--- src/sv/see_pkg.sv ---
// shared types, codes and constants of the stack expression evaluator
`default_nettype none

package see_pkg;

   localparam int STACK_DEPTH = 64;
   localparam int ADDR_W      = $clog2(STACK_DEPTH);
   localparam int CNT_W       = $clog2(STACK_DEPTH + 1);
   localparam int DATA_W      = 32;
   localparam int ACTION_W    = 3;
   localparam int MODE_W      = 2;
   localparam int ERR_W       = 2;
   localparam int QUEUE_DEPTH = 2;
   localparam int QPTR_W      = $clog2(QUEUE_DEPTH);
   localparam int QCNT_W      = $clog2(QUEUE_DEPTH + 1);

   // token kinds
   localparam logic [ACTION_W-1:0] ACT_NUMBER = 3'd0;
   localparam logic [ACTION_W-1:0] ACT_ADD    = 3'd1;
   localparam logic [ACTION_W-1:0] ACT_SUB    = 3'd2;
   localparam logic [ACTION_W-1:0] ACT_MUL    = 3'd3;
   localparam logic [ACTION_W-1:0] ACT_DIV    = 3'd4;
   localparam logic [ACTION_W-1:0] ACT_OPEN   = 3'd5;
   localparam logic [ACTION_W-1:0] ACT_CLOSE  = 3'd6;

   // modes
   localparam logic [MODE_W-1:0] MODE_POSTFIX = 2'd0;
   localparam logic [MODE_W-1:0] MODE_PREFIX  = 2'd1;
   localparam int                MODE_BALANCE_BIT = 1;

   // sticky error codes
   localparam logic [ERR_W-1:0] ERR_NONE      = 2'd0;
   localparam logic [ERR_W-1:0] ERR_UNDERFLOW = 2'd1;
   localparam logic [ERR_W-1:0] ERR_DIV_ZERO  = 2'd2;
   localparam logic [ERR_W-1:0] ERR_FULL      = 2'd3;

   typedef enum logic [1:0] {
      CMD_NOP,
      CMD_PUSH,
      CMD_POP,
      CMD_BINOP
   } cmd_kind_type;

   typedef enum logic [1:0] {
      ALU_ADD,
      ALU_SUB,
      ALU_MUL,
      ALU_DIV
   } alu_op_type;

   typedef struct packed {
      cmd_kind_type        kind;
      alu_op_type          op;
      logic                swap;     // prefix: first pop is the left operand
      logic                balance;
      logic                last;
      logic [DATA_W-1:0]   value;
   } cmd_type;

   typedef enum logic [3:0] {
      BACK_IDLE,
      BACK_POP1,
      BACK_GET1,
      BACK_POP2,
      BACK_GET2,
      BACK_EXEC,
      BACK_DIV,
      BACK_PUSH,
      BACK_DONE
   } back_state_type;

endpackage

`default_nettype wire

--- src/sv/see_queue.sv ---
// short command queue between the front and back parts
`default_nettype none

module see_queue import see_pkg::*; (
   input  wire logic    clock,
   input  wire logic    reset,
   input  wire logic    push,
   input  wire cmd_type push_cmd,
   output      logic    full,
   input  wire logic    pop,
   output      cmd_type head_cmd,
   output      logic    not_empty
);

   cmd_type             entries_ff [QUEUE_DEPTH];
   logic [QPTR_W-1:0]   wr_ptr_ff, wr_ptr_in;
   logic [QPTR_W-1:0]   rd_ptr_ff, rd_ptr_in;
   logic [QCNT_W-1:0]   count_ff, count_in;

   function automatic logic [QPTR_W-1:0] next_ptr(input logic [QPTR_W-1:0] ptr);
      next_ptr = (ptr == QPTR_W'(QUEUE_DEPTH - 1)) ? '0 : ptr + QPTR_W'(1);
   endfunction

   always_comb begin
      wr_ptr_in = push ? next_ptr(wr_ptr_ff) : wr_ptr_ff;
      rd_ptr_in = pop  ? next_ptr(rd_ptr_ff) : rd_ptr_ff;
      count_in  = count_ff;
      if (push && !pop) begin
         count_in = count_ff + QCNT_W'(1);
      end else if (pop && !push) begin
         count_in = count_ff - QCNT_W'(1);
      end
   end

   always_ff @(posedge clock) begin
      if (reset) begin
         wr_ptr_ff <= '0;
         rd_ptr_ff <= '0;
         count_ff  <= '0;
      end else begin
         wr_ptr_ff <= wr_ptr_in;
         rd_ptr_ff <= rd_ptr_in;
         count_ff  <= count_in;
      end
      if (push) begin
         entries_ff[wr_ptr_ff] <= push_cmd;
      end
   end

   assign full      = (count_ff == QCNT_W'(QUEUE_DEPTH));
   assign not_empty = (count_ff != '0);
   assign head_cmd  = entries_ff[rd_ptr_ff];

endmodule

`default_nettype wire

--- config.mk ---
export PLATFORM = sky130hd
export DESIGN_NAME = see_queue
export DESIGN_NICKNAME = d
export VERILOG_FILES = /design/src/sv/see_pkg.sv /design/src/sv/see_queue.sv
export SDC_FILE = /design/constraint.sdc
export NUM_CORES = 1
export LEC_CHECK = 0
export ABC_CLOCK_PERIOD_IN_PS = 5010
export BUFFER_PORTS_ARGS = -buffer_cell sky130_fd_sc_hd__buf_2
export CAP_MARGIN = 20
export CORE_MARGIN = 1
export CORE_UTILIZATION = 50
export DETAILED_ROUTE_END_ITERATION = 8
export PLACE_DENSITY = 0.88
export SYNTH_ARGS = -nofsm -noshare
export SYNTH_HDL_FRONTEND = slang
export SYNTH_SLANG_ARGS = --single-unit
--- constraint.sdc ---
create_clock -name clock -period 5.01 [get_ports clock]
set_input_delay 0.7515 -clock clock [delete_from_list [all_inputs] [get_ports clock]]
set_output_delay 0.7515 -clock clock [all_outputs]
set_load 0.01 [all_outputs]
# --- Word level (Yosys, flattened, before mapping) ---
# Memories as Yosys holds them, arrays and structs flattened. A register that Yosys moved wholly into a read port is not among the register bits.
# Index checks and enable logic that the tools add are counted.
word_totals:
  reg_bits: 4
  latchBits: 0
  ramBits: 78
  mem_bits_ro: 0
  inputBits: 43
  elab_cells: 23
  memories: 1
memory_table:
  columns: ["memory", "words", "word_bits", "read_ports", "rd_clocked_by_memory_dff", "write_ports", "line", "source"]
  rows:
  - ["entries_ff", 2, 39, 1, 1, 1, "see_queue.sv:15", "cmd_type entries_ff [QUEUE_DEPTH];"]
classes:
  n_addsub: 4
  multipliers: 0
  div: 0
  magnitude_cmp: 0
  n_eq_ne: 1
  n_shift: 0
  muxes: 8
  bitwise_logic: 0
  reduce_logical: 6
ops:
  columns: ["cell", "n"]
  rows:
  - ["1-bit 2-to-1 mux", 6]
  - ["2-bit 2-to-1 mux", 2]
  - ["2-bit nonzero test", 2]
  - ["1-bit adder, second input constant", 2]
  - ["2-bit by 1-bit adder with 2-bit output, second input constant", 1]
  - ["2-bit == test, second input constant", 1]
  - ["1-bit logical AND", 2]
  - ["1-bit zero test", 2]
  - ["2-bit by 1-bit subtractor with 2-bit output, second input constant", 1]

# --- Logic depth before layout (Yosys ltp) ---
depth:
  ltp_word: 4
  ltp_mapped: 5
  ltp_nobuf: 5

# --- Worst setup path before layout ---
# No wires, ideal clock.
synth_path:
  kind: "input-to-reg"
  from: "in push"
  to: "mem entries_ff[0][0] in the netlist's numbering (enable)"
  setup_ns: 0.440
  arrival_time_ns: 2.498
  slack_ns: 2.072
  cell_stages: 1
  cell_sequence: "nor2b_1"
synth_between:
  elab_chain_cells: 2
synth_rtl:
  columns: ["element", "line", "source"]
  rows:
  - ["start, declared", "see_queue.sv:7", "input wire logic push,"]
  - ["1-bit 2-to-1 mux", "see_queue.sv:45", "if (push) begin"]
  - ["1-bit 2-to-1 mux (implied by the code)", "see_queue.sv:46", "entries_ff[wr_ptr_ff] <= push_cmd;"]
  - ["end, declared", "see_queue.sv:15", null]
# No other way between the ends.

==> impl_summary.md <==
Clock network
Counting every sink on the clock net gives 83. The hold buffer count at CTS is 0. The clock buffer count from CTS is 9. In this run the deepest clock path goes through 2 buffers. TritonCTS built the clock tree.

Buffers added to address setup during post-CTS repair amount to 0. The clock root buffer is sky130_fd_sc_hd__clkbuf_8. Clock latency on the worst-skew pair, taken at its later pin, is 0.34 ns. The clock transition time at the flip-flop clock pins of the worst setup and hold paths is 0.08 ns.

The H-tree generated during clock tree synthesis spans 3 levels. The total of cells resized after clock tree synthesis is 0.

Pwr
The portion of total power attributed to sequential cells is 53.9%. The proportion of power drawn by the clock network is ~36%. In this run the static leakage power is 1.44 nW. Net switching is 20.9% of the power. The internal portion of the total power is around 1.2 mW. For this design the ratio of total power to cell area is around 410 mW/mm^2. The maximum resistive drop on vdd is 0.000333 V.

The logic gate share of total power is 10.2%. The power dissipated by switching net loads is 323 uW.

STA
The final count of hold timing violations is 0. Setup repair after global routing left no endpoint under its margin. Across the routed clock network, the largest skew measured is 0.00714 ns. Setup violations remaining at the end of the flow were counted as 0. The remaining max-slew budget at the tightest pin is 36.5%.

At the pin with the least slew margin, the transition time is about 0.95 ns. The total negative setup slack is 0 ns. For this run, the top clock speed supported by timing is about 390 MHz. The total count of max-transition violations in the final report was 0. The worst path meets setup with 2.42 ns of slack. The minimum period implied by the final worst setup slack is ~2.6 ns. The tightest hold path in the finished design has a slack of 0.516 ns. The period utilization is 51.7%.

Synthesis
The fraction of the mapped netlist area in adder cells is 0.414%. The share of synthesized area spent on multiplexers is 14.5%. The mean post-synth cell area is 21.1 um^2.

Summing the sequential cell areas from Yosys gives 80.9% of the chip area. The synthesized netlist devotes 1.16% of its cell area to XOR and XNOR gates. The number of distinct library cells after synthesis is 18.

The netlist area before placement is 0.00302 mm^2. The synthesized design contains 83 register bits. The synthesized netlist devotes 0.331% of its cell area to compound gates. The post-synthesis share of cell area spent on and, or, nand and nor gates is 1.62%. During synthesis, Yosys emitted a total of 0 warnings. The main combinational cell family by area after synthesis is multiplexers.

The number of nets in the synthesized netlist is 187. The cell count after synthesis came out at 143.

Worst setup path
STA classifies the critical path startpoint as a flop. On the critical path, the stage with the largest delay is an instance of sky130_fd_sc_hd__dfxtp_2. STA puts the critical path data required time at 4.26 ns.

The worst stage delay on the critical path is 0.92 ns. The critical path data arrival time is around 1.8 ns. Along the worst path, the maximum fanout reaches 39. The critical path goes through mux2_2, buf_2. The critical path capture point type is an output pin.

The count of buffering cells on the critical path with inverters included is 1. The start-to-end type of the worst setup path is flop to output pin. The cell family contributing the most delay on the critical path is flip-flops.

Global routing
The met1 demand-to-capacity share in global routing is 17.5%. The overflow left after global routing is 0. The initial antenna violation count was 0. For met2 alone, demand over resource in global routing was 27.4%. The met3 layer usage reported by global route is 5.14%. Global routing consumed, over all layers together, 15.6% of the routing resources. The global-route wire length before repair is 7090 um.

The maximum number of pins on one net before global-route repair is 40. In this run the most used layer during global routing was met2. The number of global-route vias before repair came to 1,613.

Placement
The placed instance area is between 0.003 and 0.004 mm^2. The congestion estimate from routability-driven global placement came to ~0.63. Timing analysis after detailed placement gives a worst setup slack of 2.76 ns. Input and output buffers added on the ports amount to 83. The HPWL after detailed placement is 3090 um.

Drt
For this block, the initial DRC count from the detailed router was 51. The via total after detailed routing is 1,532. The post-detailed-route via-to-cell ratio is 4.93. For this run, design rule violations remaining after detail routing come to 0. The pre-antenna-repair detailed-routing pass consisted of 4 iterations.

Dividing the detail-routed wire length by the instance count gives ~15 um. The overall routed net length is around 4700 um. The detail route stage leaves a number of antenna-violating nets equal to 0.

Cells and area
The filler cells instantiated in the layout total 396. The repair_antennas step left the layout with diodes totalling 0. The fraction of final layout cells sized beyond drive strength 1 is 60.3%. With fillers left out, the area of the finished cells amounts to 0.00377 mm^2. Relative to the synthesized area, the layout overhead comes to 24.7%. The final net count is 278.

Die
The chip height is ~80 um. The initialized floorplan defines 27 standard-cell rows. The total I/O pin count is 84. The initial utilization of the core area, before any placement, comes to between 50% and 60%. From left edge to right edge, the die measures roughly 80 um.

The core box area is 0.00568 mm^2. The die covers 0.00636 mm^2.

Outcome
The flow ran to the end, and the final reports show no timing, DRC or antenna violations.

Worst hold path
The worst hold path class is flop to flop.

Job
The number of maximum-capacitance violations is 0.
==> registers in the layout, summed over array words and instances (netlist names), named ones only <==
signal      cells
count_ff        2
entries_ff     78
rd_ptr_ff       1
wr_ptr_ff       1
==> final cells by class <==
type,instances,area (um^2),area share (%)
Inverter,1,3.75,0.0996
Sequential cell,83,2440,64.9
Clock inverter,7,116,3.09
Multi-Input combinational cell,55,554,14.7
Tap cell,72,90.1,2.39
Timing Repair Buffer,84,435,11.6
Clock buffer,9,124,3.29
==> cell usage in the layout, fill, tap and decap left out <==
master                       instances
sky130_fd_sc_hd__and2b_2             1
sky130_fd_sc_hd__inv_1               1
sky130_fd_sc_hd__nor2b_4             1
sky130_fd_sc_hd__mux2_2             39
sky130_fd_sc_hd__clkbuf_8            9
sky130_fd_sc_hd__dfxtp_2             1
sky130_fd_sc_hd__o21ai_0             1
sky130_fd_sc_hd__a21oi_1             1
sky130_fd_sc_hd__edfxtp_1           78
sky130_fd_sc_hd__and2_2              1
sky130_fd_sc_hd__or2_2               1
sky130_fd_sc_hd__clkinvlp_4          1
sky130_fd_sc_hd__or3_1               1
sky130_fd_sc_hd__nor2_1              4
sky130_fd_sc_hd__xnor2_1             2
sky130_fd_sc_hd__clkinv_2            2
sky130_fd_sc_hd__dfxtp_1             4
sky130_fd_sc_hd__buf_2              83
sky130_fd_sc_hd__buf_12              1
sky130_fd_sc_hd__xor2_1              2
sky130_fd_sc_hd__bufinv_16           3
sky130_fd_sc_hd__ha_1                1
sky130_fd_sc_hd__clkinv_4            1
==> stage by stage <==
step           total power [mW]  cells  utilization, %
2_1_floorplan             0.932    143               -
3_3_place_gp              0.995    294            61.8
3_5_place_dp               1.00    294            61.8
4_1_cts                    1.55    310            66.0
5_1_grt                    1.59    311            66.4
6_report                   1.54    311            66.4
==> synthesized netlist by cell type <==
cell type	number	share of area, %
sky130_fd_sc_hd__edfxtp_1	78	78
sky130_fd_sc_hd__mux2_2	39	15
sky130_fd_sc_hd__dfxtp_1	5	3.3
sky130_fd_sc_hd__nor2_1	4	0.50
sky130_fd_sc_hd__buf_2	2	0.33
sky130_fd_sc_hd__xnor2_1	2	0.58
sky130_fd_sc_hd__xor2_1	2	0.58
sky130_fd_sc_hd__a21oi_1	1	0.17
sky130_fd_sc_hd__and2_1	1	0.21
sky130_fd_sc_hd__and2b_2	1	0.29
sky130_fd_sc_hd__buf_4	1	0.25
sky130_fd_sc_hd__buf_6	1	0.37
sky130_fd_sc_hd__ha_1	1	0.41
sky130_fd_sc_hd__inv_1	1	0.12
sky130_fd_sc_hd__nor2b_1	1	0.21
sky130_fd_sc_hd__o21ai_0	1	0.17
sky130_fd_sc_hd__or2_2	1	0.21
sky130_fd_sc_hd__or3_1	1	0.21
==> routing by layer <==
metal	wire length [um]	share of wire, %	up-vias
met4	56	1.2	0
met5	0	0	-
met3	312	6.6	7
li1	-	-	737
met2	2380	50	66
met1	2000	42	722
==> logic make-up after synthesis <==
group,Yosys count
fa+ha+maj,1
xor+xnor,4
compound gates,2
mux,39
simple gates,9
buf+inv,5
flops,83
==> power by group through the flow <==
stage          clock network, mW  logic (mW)  registers (mW)
6_report                   0.554       0.157           0.830
5_1_grt                    0.589       0.170           0.835
4_1_cts                    0.565       0.156           0.832
3_5_place_dp                   0       0.155           0.848
3_3_place_gp                   0       0.151           0.844
2_1_floorplan                  0       0.100           0.832
==> final timing paths <==
path | start | to | slack [ns] | cells past startpoint
worst min register to register | count_ff[1] | count_ff[1] | 0.52 | 2
worst min-delay path | count_ff[1] | count_ff[1] | 0.52 | 2
worst max-delay path | flop | head_cmd[38] | 2.42 | 2
worst max register to register | wr_ptr_ff | entries_ff[1][10] | 3.40 | 1
Power figures use the tool's default switching activity.
